### src/rtl/core/fwbct_pkg.sv
`timescale 1ns / 1ps

package fwbct_pkg;

  // Fixed field widths of the two channels and the configuration register.
  localparam int unsigned FUNC_W    = 2;
  localparam int unsigned BLK_W     = 16;
  localparam int unsigned SLOT_W    = 4;
  localparam int unsigned CFG_W     = 5;
  localparam int unsigned CFG_RESET = 16;

  // Operation codes carried by the func field.
  typedef enum logic [FUNC_W-1:0] {
    FUNC_LOOKUP   = 2'd0,
    FUNC_ALLOCATE = 2'd1,
    FUNC_MARK     = 2'd2,
    FUNC_FLUSH    = 2'd3
  } func_t;

  // Sequencer states.
  typedef enum logic [1:0] {
    ST_IDLE,
    ST_SCAN,
    ST_DONE,
    ST_FLUSH
  } state_t;

endpackage

### src/rtl/core/fifo_writeback_block_cache_tags_unit.sv
`timescale 1ns / 1ps
// Sequence: lookup, allocate and mark-dirty are accepted, then scan up to MIN(NUM_ENTRIES,16)
//   slots (the scan stops on the first match) and then load the result.
// Flush is accepted and then visits MIN(NUM_ENTRIES,16) slots, one slot per cycle except
//   while a beat waits on a stalled output. Only one beat is in flight at a time; the
//   single tag comparator visits one slot per cycle.
// Reset: valid/dirty bits, insert pointer and sequencer clear; entries_in_use returns to 16.
module fifo_writeback_block_cache_tags_unit #(
  parameter int unsigned NUM_ENTRIES       = 16,
  parameter int unsigned BLOCK_NUMBER_BITS = 16
) (
  input  logic                              clk,
  input  logic                              rst_n,
  // Configuration port: entries_in_use.
  input  logic                              cfg_wr_en,
  input  logic [fwbct_pkg::CFG_W-1:0]       cfg_wr_data,
  // Input channel.
  input  logic                              in_valid,
  output logic                              in_stall,
  input  logic [fwbct_pkg::FUNC_W-1:0]      in_func,
  input  logic [fwbct_pkg::BLK_W-1:0]       in_block_number,
  // Result channel.
  output logic                              out_valid,
  input  logic                              out_stall,
  output logic                              out_hit,
  output logic [fwbct_pkg::SLOT_W-1:0]      out_slot,
  output logic                              out_writeback,
  output logic [fwbct_pkg::BLK_W-1:0]       out_victim_block,
  output logic                              out_last
);

  // Only up to 16 slots are addressable through the slot field.
  localparam int unsigned MAX_SLOTS = (NUM_ENTRIES < 16) ? NUM_ENTRIES : 16;
  localparam int unsigned IDX_W     = (MAX_SLOTS > 1) ? $clog2(MAX_SLOTS) : 1;
  // Block numbers are masked to the narrower of the port and the parameter.
  localparam int unsigned TAG_W     = (BLOCK_NUMBER_BITS < fwbct_pkg::BLK_W) ?
                                      BLOCK_NUMBER_BITS : fwbct_pkg::BLK_W;
  localparam logic [IDX_W-1:0]            IDX_LAST = IDX_W'(MAX_SLOTS - 1);
  localparam logic [fwbct_pkg::CFG_W-1:0] SIZE_MAX = fwbct_pkg::CFG_W'(MAX_SLOTS);

  fwbct_pkg::state_t state_r, state_nxt;

  // Configuration register.
  logic [fwbct_pkg::CFG_W-1:0] entries_r;

  // Tag store and per-slot status bits.
  logic [TAG_W-1:0]     tag_r [MAX_SLOTS];
  logic [MAX_SLOTS-1:0] valid_r, valid_nxt;
  logic [MAX_SLOTS-1:0] dirty_r, dirty_nxt;
  logic [IDX_W-1:0]     ins_ptr_r, ins_ptr_nxt;

  // Per-beat working registers.
  fwbct_pkg::func_t     func_r;
  logic [TAG_W-1:0]     blk_r;
  logic [IDX_W-1:0]     idx_r, idx_nxt;
  logic                 found_r, found_nxt;
  logic                 any_r, any_nxt;

  // Output register.
  logic                        out_valid_r, out_valid_nxt;
  logic                        out_hit_r, out_hit_nxt;
  logic [fwbct_pkg::SLOT_W-1:0] out_slot_r, out_slot_nxt;
  logic                        out_wb_r, out_wb_nxt;
  logic [fwbct_pkg::BLK_W-1:0]  out_victim_r, out_victim_nxt;
  logic                        out_last_r, out_last_nxt;

  logic                        in_accept;
  logic                        out_free;
  logic [fwbct_pkg::CFG_W-1:0] size_eff;
  logic [fwbct_pkg::CFG_W-1:0] ins_ext;
  logic [fwbct_pkg::CFG_W-1:0] alloc_ext;
  logic [fwbct_pkg::CFG_W-1:0] alloc_inc;
  logic [IDX_W-1:0]            alloc_slot;
  logic [IDX_W-1:0]            rd_idx;
  logic [TAG_W-1:0]            tag_rd;
  logic                        cur_hit;
  logic                        cur_vd;
  logic                        higher_vd;
  logic                        flush_emit;
  logic                        flush_step;
  logic                        tag_we;

  assign in_stall  = (state_r != fwbct_pkg::ST_IDLE);
  assign in_accept = in_valid && !in_stall;
  // The result register can take a new beat when empty or being drained this cycle.
  assign out_free  = !out_valid_r || !out_stall;

  // Effective size: zero counts as one, anything above the slot count is clamped.
  always_comb begin
    if (entries_r == '0) begin
      size_eff = fwbct_pkg::CFG_W'(1);
    end else if (entries_r > SIZE_MAX) begin
      size_eff = SIZE_MAX;
    end else begin
      size_eff = entries_r;
    end
  end

  // FIFO slot for an allocate miss. A pointer left beyond a shrunk size restarts at 0.
  assign ins_ext    = fwbct_pkg::CFG_W'(ins_ptr_r);
  assign alloc_slot = (ins_ext >= size_eff) ? '0 : ins_ptr_r;
  assign alloc_ext  = fwbct_pkg::CFG_W'(alloc_slot);
  assign alloc_inc  = alloc_ext + fwbct_pkg::CFG_W'(1);

  // Single tag read port: the scan index, or the victim slot when finishing.
  assign rd_idx = (state_r == fwbct_pkg::ST_DONE) ? alloc_slot : idx_r;
  assign tag_rd = tag_r[rd_idx];

  // The shared comparator checks one slot per cycle.
  assign cur_hit = valid_r[idx_r] && (tag_rd == blk_r);
  assign cur_vd  = valid_r[idx_r] && dirty_r[idx_r];

  // Whether any dirty entry lies above the current flush index; decides the last flag.
  always_comb begin
    higher_vd = 1'b0;
    for (int j = 0; j < MAX_SLOTS; j++) begin
      if ((IDX_W'(j) > idx_r) && valid_r[j] && dirty_r[j]) begin
        higher_vd = 1'b1;
      end
    end
  end

  // A flush emits a beat for each dirty entry, or one empty beat when nothing was dirty.
  assign flush_emit = (state_r == fwbct_pkg::ST_FLUSH) &&
                      (cur_vd || ((idx_r == IDX_LAST) && !any_r));
  assign flush_step = (state_r == fwbct_pkg::ST_FLUSH) && (!flush_emit || out_free);

  // Next state.
  always_comb begin
    state_nxt = state_r;
    unique case (state_r)
      fwbct_pkg::ST_IDLE: begin
        if (in_accept) begin
          if (fwbct_pkg::func_t'(in_func) == fwbct_pkg::FUNC_FLUSH) begin
            state_nxt = fwbct_pkg::ST_FLUSH;
          end else begin
            state_nxt = fwbct_pkg::ST_SCAN;
          end
        end
      end
      fwbct_pkg::ST_SCAN: begin
        if (cur_hit || (idx_r == IDX_LAST)) begin
          state_nxt = fwbct_pkg::ST_DONE;
        end
      end
      fwbct_pkg::ST_DONE: begin
        if (out_free) begin
          state_nxt = fwbct_pkg::ST_IDLE;
        end
      end
      fwbct_pkg::ST_FLUSH: begin
        if (flush_step && (idx_r == IDX_LAST)) begin
          state_nxt = fwbct_pkg::ST_IDLE;
        end
      end
      default: state_nxt = fwbct_pkg::ST_IDLE;
    endcase
  end

  // Datapath and result values.
  always_comb begin
    idx_nxt        = idx_r;
    found_nxt      = found_r;
    any_nxt        = any_r;
    valid_nxt      = valid_r;
    dirty_nxt      = dirty_r;
    ins_ptr_nxt    = ins_ptr_r;
    tag_we         = 1'b0;
    out_valid_nxt  = out_valid_r && out_stall;
    out_hit_nxt    = out_hit_r;
    out_slot_nxt   = out_slot_r;
    out_wb_nxt     = out_wb_r;
    out_victim_nxt = out_victim_r;
    out_last_nxt   = out_last_r;

    unique case (state_r)
      fwbct_pkg::ST_IDLE: begin
        idx_nxt   = '0;
        found_nxt = 1'b0;
        any_nxt   = 1'b0;
      end
      fwbct_pkg::ST_SCAN: begin
        // On a match the index stays put and names the resident slot.
        if (cur_hit) begin
          found_nxt = 1'b1;
        end else if (idx_r != IDX_LAST) begin
          idx_nxt = idx_r + IDX_W'(1);
        end
      end
      fwbct_pkg::ST_DONE: begin
        if (out_free) begin
          out_valid_nxt  = 1'b1;
          out_last_nxt   = 1'b1;
          out_hit_nxt    = found_r;
          out_slot_nxt   = found_r ? fwbct_pkg::SLOT_W'(idx_r) : '0;
          out_wb_nxt     = 1'b0;
          out_victim_nxt = '0;
          if (func_r == fwbct_pkg::FUNC_MARK && found_r) begin
            dirty_nxt[idx_r] = 1'b1;
          end
          if (func_r == fwbct_pkg::FUNC_ALLOCATE && !found_r) begin
            // Evict the FIFO slot; a valid dirty occupant goes out for write-back.
            out_slot_nxt = fwbct_pkg::SLOT_W'(alloc_slot);
            if (valid_r[alloc_slot] && dirty_r[alloc_slot]) begin
              out_wb_nxt     = 1'b1;
              out_victim_nxt = fwbct_pkg::BLK_W'(tag_rd);
            end
            tag_we                = 1'b1;
            valid_nxt[alloc_slot] = 1'b1;
            dirty_nxt[alloc_slot] = 1'b0;
            ins_ptr_nxt = (alloc_inc >= size_eff) ? '0 : IDX_W'(alloc_inc);
          end
        end
      end
      fwbct_pkg::ST_FLUSH: begin
        if (flush_emit && out_free) begin
          out_valid_nxt = 1'b1;
          out_hit_nxt   = 1'b0;
          if (cur_vd) begin
            out_slot_nxt   = fwbct_pkg::SLOT_W'(idx_r);
            out_wb_nxt     = 1'b1;
            out_victim_nxt = fwbct_pkg::BLK_W'(tag_rd);
            out_last_nxt   = !higher_vd;
          end else begin
            out_slot_nxt   = '0;
            out_wb_nxt     = 1'b0;
            out_victim_nxt = '0;
            out_last_nxt   = 1'b1;
          end
        end
        if (flush_step) begin
          any_nxt = any_r || cur_vd;
          if (idx_r == IDX_LAST) begin
            valid_nxt   = '0;
            dirty_nxt   = '0;
            ins_ptr_nxt = '0;
          end else begin
            idx_nxt = idx_r + IDX_W'(1);
          end
        end
      end
      default: begin
        idx_nxt = '0;
      end
    endcase
  end

  // Control registers.
  always_ff @(posedge clk) begin
    if (!rst_n) begin
      state_r     <= fwbct_pkg::ST_IDLE;
      entries_r   <= fwbct_pkg::CFG_W'(fwbct_pkg::CFG_RESET);
      valid_r     <= '0;
      dirty_r     <= '0;
      ins_ptr_r   <= '0;
      out_valid_r <= 1'b0;
    end else begin
      state_r     <= state_nxt;
      if (cfg_wr_en) begin
        entries_r <= cfg_wr_data;
      end
      valid_r     <= valid_nxt;
      dirty_r     <= dirty_nxt;
      ins_ptr_r   <= ins_ptr_nxt;
      out_valid_r <= out_valid_nxt;
    end
  end

  // Payload and working registers.
  always_ff @(posedge clk) begin
    if (in_accept) begin
      func_r <= fwbct_pkg::func_t'(in_func);
      blk_r  <= in_block_number[TAG_W-1:0];
    end
    idx_r        <= idx_nxt;
    found_r      <= found_nxt;
    any_r        <= any_nxt;
    out_hit_r    <= out_hit_nxt;
    out_slot_r   <= out_slot_nxt;
    out_wb_r     <= out_wb_nxt;
    out_victim_r <= out_victim_nxt;
    out_last_r   <= out_last_nxt;
    if (tag_we) begin
      tag_r[alloc_slot] <= blk_r;
    end
  end

  assign out_valid        = out_valid_r;
  assign out_hit          = out_hit_r;
  assign out_slot         = out_slot_r;
  assign out_writeback    = out_wb_r;
  assign out_victim_block = out_victim_r;
  assign out_last         = out_last_r;

  // A resident block never causes a write-back.
  a_hit_no_wb: assert property (@(posedge clk) disable iff (!rst_n)
    out_valid_r && out_hit_r |-> !out_wb_r)
    else $error("hit beat carries a write-back");

  // After a flush completes the store is empty and the pointer is back at slot 0.
  a_flush_clears: assert property (@(posedge clk) disable iff (!rst_n)
    (state_r == fwbct_pkg::ST_FLUSH) && (state_nxt == fwbct_pkg::ST_IDLE)
    |=> (valid_r == '0) && (dirty_r == '0) && (ins_ptr_r == '0))
    else $error("flush left entries behind");

  // A scan or flush only starts from an accepted input beat.
  a_start_on_accept: assert property (@(posedge clk) disable iff (!rst_n)
    (state_r == fwbct_pkg::ST_IDLE) && (state_nxt != fwbct_pkg::ST_IDLE)
    |-> in_valid && !in_stall)
    else $error("sequencer started without an input beat");

  // Every dirty entry is also valid.
  a_dirty_valid: assert property (@(posedge clk) disable iff (!rst_n)
    (dirty_r & ~valid_r) == '0)
    else $error("dirty bit set on an invalid slot");

endmodule
### config.mk
export PLATFORM = sky130hd
export DESIGN_NAME = fifo_writeback_block_cache_tags_unit
export DESIGN_NICKNAME = d
export VERILOG_FILES = /design/src/rtl/core/fwbct_pkg.sv /design/src/rtl/core/fifo_writeback_block_cache_tags_unit.sv
export SDC_FILE = /design/constraint.sdc
export NUM_CORES = 1
export LEC_CHECK = 0
export ABC_AREA = 1
export BUFFER_PORTS_ARGS = -buffer_cell sky130_fd_sc_hd__buf_2
export CAP_MARGIN = 10
export CORE_ASPECT_RATIO = 1.4
export CORE_UTILIZATION = 40
export CTS_BUF_LIST = sky130_fd_sc_hd__clkbuf_4
export DETAILED_ROUTE_END_ITERATION = 12
export SLEW_MARGIN = 25
export SYNTH_ARGS = -nofsm -noshare
export SYNTH_HDL_FRONTEND = slang
export SYNTH_SLANG_ARGS = --single-unit
### constraint.sdc
create_clock -name clk -period 10.8 [get_ports clk]
set_input_delay 0.54 -clock clk [delete_from_list [all_inputs] [get_ports clk]]
set_output_delay 0.54 -clock clk [all_outputs]
set_load 0.02 [all_outputs]
==> metrics.md, run 1 <==
| Metric | Value |
|---|---|
| Clk sinks | 347 |
| Met3 usage | 3.83% |
| Largest net degree at the start of global routing | 104 |
| Final ANT Viol Nets | 0 |
| Tcrit/Tclk final | 51.7% |
| WP data arrival | 6.08 ns |
| Setup Buffers After CTS | 0 |
| Synth unique cells | 49 |
| Final worst setup slack | 5.21 ns |
| Post-synthesis net count | 1558 |
| Number of synthesized flops with an enable pin | 303 |
| GRT Resource Usage Total | 23.1% |
| Drt pass-1 iters | 8 |
| Sequential fraction of the synthesis area | 63.7% |
| Grt met1 use | 27.9% |
| Cell taking the most area after synthesis | edfxtp_1 |
| DP HPWL | 26000 um |
| Reg clk slew, reported paths | 0.07 ns |
| Initial antenna violation count | 1 |
| Multiplexer area fraction after synthesis | 0% |
| Gr ovfl total | 0 |
| Crit-path max cell delay | 0.79 ns |
| Yosys top cell area share | 58.1% |
| Buf/Inv on CP | 3 |
| Maximum VDD drop | 0.000145 V |
| Leakage | 6.51 nW |
| Final Setup Violations | 0 |
| Most frequent CP cell | nand3_1 |
| H-tree depth | 3 |
| Avg WL per Cell | 20.4 um |
| Fmax | 0.179 GHz |
| Gr busiest metal | met2 |
| Die H | 236 um |
| Post-route DRC | 0 |
| Run status | finished clean |
| Final Util | 46.3% |
| Total die area | 0.0400 mm^2 |
| Cell with the most instances after synthesis | nand3_1 |
| Worst setup SP type | register |
| Hold_ws | 0.0886 ns |
| Max-cap viol count | 0 |
| Adder-cell area share of the yosys netlist | 1.36% |
| Worst rel slew slack | 37.8% |
| Min-delay src | cfg_wr_en |
| Largest family of logic cells by synthesized area | simple AND/OR/NAND/NOR gates |
| Number of fill cells | 3716 |
| Primary FF master, synth | edfxtp_1 |
| Post-synthesis xor/xnor area fraction | 0.0559% |
| Clk root buf | clkbuf_4 |
| Top Ports | 53 |
| Area delta synth->final | 13.7% |
| Flops & latches, synth | 347 |
| DP Area | 0.0164 mm^2 |
| Final min period | 5.59 ns |
| Synth Area in Simple Gates | 23.4% |
| Worst Tran Pin Value | 0.933 ns |
| Setup_tns | 0 ns |
| Core footprint | 0.0385 mm^2 |
| Synth top area cells | edfxtp_1, nand3_1, nand2_1 |
| Vias | 12100 |
| PwrDens | 245 mW/mm^2 |
| Initial drt markers | 993 |
| Top post-synthesis cells by count | nand3_1, edfxtp_1, nand2_1, inv_1 |
| Critical-path cell list | or4_1 -> o21ai_0 -> ha_1 -> inv_1 -> nand2_1 -> nand3_2 -> nand4_4 -> nand2_4 -> buf_4 -> nand3_1 -> nand3_1 -> nand3_1 -> nand3_1 -> nand2_1 -> nand2_1 -> nand2_1 -> inv_1 -> nand3_1 -> nor2_1 -> nand4_1 -> nand3_1 -> a21oi_1 |
| # port buffers | 52 |
| CTS tree | done |
| CP endpoint kind | register |
| Yosys warning count | 0 |
| Site row count | 85 |
| Total CTS buffers | 87 |
| Clock Latency Late Sink | 0.79 ns |
| Mapped Cells | 1513 |
| Share of layout cells above drive strength 1 | 15.6% |
| Endpoints failing hold | 0 |
| Worst Clk Skew | 0.0573 ns |
| Dpl ws | 5.11 ns |
| Average cell area after synthesis | 10.4 um^2 |
| Initial Utilization | 40.7% |
| Nets | 1671 |
| Unrepaired setup endpoints after global routing | no |
| Global routing usage on met2 | 39.5% |
| Die width | 169 um |
| Critical path peak fanout | 80 |
| CP top delay family | simple AND/OR/NAND/NOR gates |
| Design area | 0.0178 mm^2 |
| Cell area after synthesis | 0.0157 mm^2 |
| Worst setup startpoint | entries_r[0]$_SDFFE_PN0P_ |
| Global-route wire length before repair | 69000 um |
| CTS Buffer Depth | 3 |
| Final Max Slew Viols | 0 |
| Worst Path Required | 11.30 ns |
| R2r startpoint | entries_r[0]$_SDFFE_PN0P_ |
| Vias/cell | 5.47 |
| Number of global-route vias before repair | 12000 |
| WS Path Type | register to register |
| Routability-driven placement congestion ratio | 0.934 |
| Fraction of registers with async set/reset | 0% |
| Final wirelength | 45300 um |
| HP Class | primary input to register |
| Post-synthesis compound-gate area fraction | 6.27% |
| Slowest CP cell | buf_4 |
[logic make-up after synthesis]
logic type	count (synthesis)
AO/OA/AOI/OAI	171
AND/OR/NAND/NOR	803
adder cells (fa/ha/maj)	17
flip-flops	347
buffers and inverters	174
XOR/XNOR	1
[timing repair]
item / in CTS / in global routing
hold endpoints to repair: 26 / 0
hold buffers: 26 / 0
resized for setup: 0 / 0
setup endpoints to repair: 0 / 0
[worst register-to-register path, cell delays in order (launching register included)]
cell and delay, ns:
dfxtp_1 0.32, or4_1 0.53, o21ai_0 0.27, ha_1 0.29, inv_1 0.05, nand2_1 0.05, nand3_2 0.12, nand4_4 0.43
nand2_4 0.64, buf_4 0.80, nand3_1 0.25, nand3_1 0.14, nand3_1 0.08, nand3_1 0.12, nand2_1 0.13, nand2_1 0.14
nand2_1 0.08, inv_1 0.06, nand3_1 0.06, nor2_1 0.25, nand4_1 0.27, nand3_1 0.14, a21oi_1 0.10
[through the flow]
stage / power (mW) / std cells
floorplan: 2.84 / 1513
global placement: 3.25 / 2033
detailed placement: 3.27 / 2033
CTS: 4.39 / 2216
global route: 4.62 / 2217
finish: 4.36 / 2217
[area by class of cell]
cell class                 instances  area, um^2  share of cell area [%]
multi-input combinational        992        4990                    28.0
inverter                          92         345                    1.94
clock buffer                     123         923                    5.19
tap                              522         653                    3.67
sequential                       347        9980                    56.0
clock inverter                    34         180                    1.01
timing repair buffer             106         734                    4.12
antenna                            1        2.50                  0.0141
[power by group]
part	leakage, nW	switching [mW]	internal, mW	total, mW
logic	2.74	1.15	0.442	1.60
clock network	0.656	0.542	0.554	1.10
registers	3.11	0.102	1.57	1.67
[flip-flops by register name, summed over array words and instances (netlist names), 4 cells and up]
signal	flops
tag_r	256
blk_r	16
dirty_r	16
out_victim_block	16
valid_r	16
entries_r	5
idx_r	4
ins_ptr_r	4
out_slot	4
[worst paths after layout]
| check | slack (ns) | cells after the start | endpoint |
|---|---|---|---|
| hold reg to reg | 0.47 | 2 | dirty_r[9]$_SDFFE_PN0P_ |
| hold / removal | 0.09 | 3 | entries_r[0]$_SDFFE_PN0P_ |
| setup reg to reg | 5.21 | 22 | idx_r[2]$_SDFFCE_PN0P_ |
| setup / recovery | 5.21 | 22 | idx_r[2]$_SDFFCE_PN0P_ |
[layer usage]
metal	part of all wire (%)	wire, um
met1	39	17700
met2	50	22800
met3	7.0	3160
met4	3.6	1620
met5	0	0
[placed cells by master, fill, tap and decap left out, drive strengths merged]
master	count
o31ai	4
nand3b	11
nand4	6
or4	1
a211o	3
a211oi	4
nand2	301
edfxtp	303
dfxtp	44
o21a	1
dlygate4sd3	26
a31oi	5
xor2	1
a21boi	2
ha	17
nor4	2
diode	1
clkinv	36
bufinv	1
a221o	5
o22ai	4
a21oi	72
nand3	385
o211ai	2
buf	80
o21ai	66
o2111ai	1
a2111oi	1
or2	3
nor2	74
clkbuf	123
nor3	20
o21bai	1
inv	89
Power figures use the tool's default switching activity.
==> run 2, diff against run 1 <==
==> constraint.sdc (replaced) <==
create_clock -name clk -period 4.5 [get_ports clk]
set_input_delay 0.225 -clock clk [delete_from_list [all_inputs] [get_ports clk]]
set_output_delay 0.225 -clock clk [all_outputs]
set_load 0.02 [all_outputs]
==> run 2 against run 1 <==
Non-clock buffer count grew 37. Global-route usage shrank 0.13 points. Via count grew 1.5%. Sequential cell count is the same. Clock-buffer cell count grew 6. Largest power group is now combinational cells. Critical path depth grew 3. Combinational power grew to 2.7 times the previous value. Sequential share of layout area shrank 1.6 points. Sequential power grew 140%.
==> metrics.md, run 2 (synthesis results as in run 1) <==
| Metric | Value |
|---|---|
| Top Ports | 53 |
| WP data arrival | 4.70 ns |
| Area occupied by multi-input gates | 0.00500 mm^2 |
| CP endpoint kind | register |
| Worst Clk Skew | 0.0594 ns |
| Reg power frac | 36.1% |
| Post-route DRC | 0 |
| HP Class | primary input to register |
| Share of layout cells above drive strength 1 | 17.0% |
| Commonest cells after routing, fill and taps aside | nand3_1, edfxtp_1, nand2_1, clkbuf_4, inv_1 |
| Final wirelength | 45800 um |
| H-tree depth | 3 |
| Top reg by flops | tag_r |
| Die H | 236 um |
| Switch Pwr | 4.43 mW |
| Final min period | 4.19 ns |
| Setup Buffers After CTS | 0 |
| Global-route wire length before repair | 68800 um |
| Initial drt markers | 980 |
| Critical path depth | 25 |
| Drt pass-1 iters | 7 |
| CTS tree | done |
| Worst rel slew slack | 33.6% |
| DP HPWL | 27200 um |
| Total die area | 0.0400 mm^2 |
| Most frequent CP cell | nand2_1 |
| Maximum VDD drop | 0.000329 V |
| Final ANT Viol Nets | 0 |
| Core footprint | 0.0385 mm^2 |
| Nets | 1708 |
| Largest net degree at the start of global routing | 48 |
| Final Max Slew Viols | 0 |
| Internal Power | 6.59 mW |
| Reg clk slew, reported paths | 0.08 ns |
| Critical path peak fanout | 21 |
| Leakage | 6.79 nW |
| Run status | finished clean |
| Final worst setup slack | 0.311 ns |
| Clock Latency Late Sink | 0.80 ns |
| Clk sinks | 347 |
| Reg area | 0.00998 mm^2 |
| Initial antenna violation count | 2 |
| Number of fill cells | 3673 |
| WS Path Type | register to register |
| Worst setup SP type | register |
| CTS Buffer Depth | 3 |
| Worst Path Required | 5.01 ns |
| Clock Power Share | 25.2% |
| Routability-driven placement congestion ratio | 0.968 |
| Slowest CP cell | or4_1 |
| Max reg flops | 256 |
| Total CTS buffers | 87 |
| Unrepaired setup endpoints after global routing | no |
| Setup_tns | 0 ns |
| Combinational Power Share | 38.7% |
| CP top delay family | simple AND/OR/NAND/NOR gates |
| Initial Utilization | 40.7% |
| Number of global-route vias before repair | 12000 |
| Site row count | 85 |
| Hold Crit Depth | 7 |
| PwrDens | 601 mW/mm^2 |
| Sw frac | 40.2% |
| # port buffers | 52 |
| Worst Tran Pin Value | 0.996 ns |
| Area delta synth->final | 17.0% |
| Die width | 169 um |
| Fmax | 0.239 GHz |
| Cells on worst reg2reg path | 25 |
| Vias/cell | 5.46 |
| Clk root buf | clkbuf_4 |
| Avg WL per Cell | 20.3 um |
| Dpl ws | 0.198 ns |
| Endpoints failing hold | 0 |
| Crit-path max cell delay | 0.56 ns |
| Vias | 12300 |
| Final Setup Violations | 0 |
| Hold_ws | 0.141 ns |
| Buf/Inv on CP | 4 |
| GRT Resource Usage Total | 23.0% |
| Gr ovfl total | 0 |
| Tcrit/Tclk final | 93.1% |
| Max-cap viol count | 0 |
| Commonest non-fill, non-tap cell in the layout | nand3_1 |
## run 2: changes by cell type in the layout (fill, tap and decap cells not counted), sizes merged
cell	before	now
buf	80	106
inv	89	88
diode	1	2
clkinvlp	0	1
clkinv	36	29
bufinv	1	3
dlygate4sd3	26	36
clkbuf	123	130
## run 2: area by class of cell
cell class / count / area share, %
Clock buffer: 129 / 5.28
Multi-Input combinational cell: 992 / 27.3
Tap cell: 522 / 3.56
Clock inverter: 29 / 1.09
Antenna cell: 2 / 0.0273
Sequential cell: 347 / 54.5
Inverter: 92 / 1.88
Timing Repair Buffer: 143 / 6.41
## run 2: worst paths after layout
check | startpoint | end | slack, ns
min reg2reg | dirty_r[9]$_SDFFE_PN0P_ | dirty_r[9]$_SDFFE_PN0P_ | 0.46
max | entries_r[0]$_SDFFE_PN0P_ | idx_r[0]$_SDFFCE_PN0P_ | 0.31
min | out_stall | state_r[1]$_SDFFE_PN0P_ | 0.14
max reg2reg | entries_r[0]$_SDFFE_PN0P_ | idx_r[0]$_SDFFCE_PN0P_ | 0.31
## run 2: tightest hold or removal path: stages
cell and delay, ns:
buf_2 0.08, nand2_1 0.11, o21ai_0 0.19, a211oi_1 0.07
nand3_1 0.08, nand2_1 0.05, nor2_1 0.07
## run 2: layer usage
layer  vias to the layer above  track usage (%)  share of wire, %  routed length, um
met3                       101             4.03               7.1               3270
met4                         0             10.8               3.5               1610
met5                         -                0                 0                  0
met2                       545             39.4                50              23000
li1                       5749                -                 -                  -
met1                      5914             27.9                39              17900
## run 2: power by group through the flow
stage	Sequential [mW]	Clock [mW]	Combinational [mW]
final	3.97	2.78	4.26
after global placement	4.04	0	4.13
after detailed placement	4.04	0	4.15
after global routing	4.00	3.00	4.65
after floorplan	4.01	0	2.80
after CTS	3.97	2.84	4.19
## run 2: metrics by stage
step / utilization (%) / cell area [um^2] / total power [mW] / cells
after floorplan: - / 15700 / 6.81 / 1513
after global placement: 43.5 / 16700 / 8.17 / 2059
after detailed placement: 43.5 / 16800 / 8.19 / 2059
after CTS: 47.5 / 18300 / 11.0 / 2253
after global routing: 47.6 / 18300 / 11.6 / 2256
final: 47.6 / 18300 / 11.0 / 2256
## run 2: repair_timing
action	CTS	global route
hold buffers	36	0
endpoints found under the setup margin	0	4
resized for setup	0	4
hold endpoints to repair	26	0
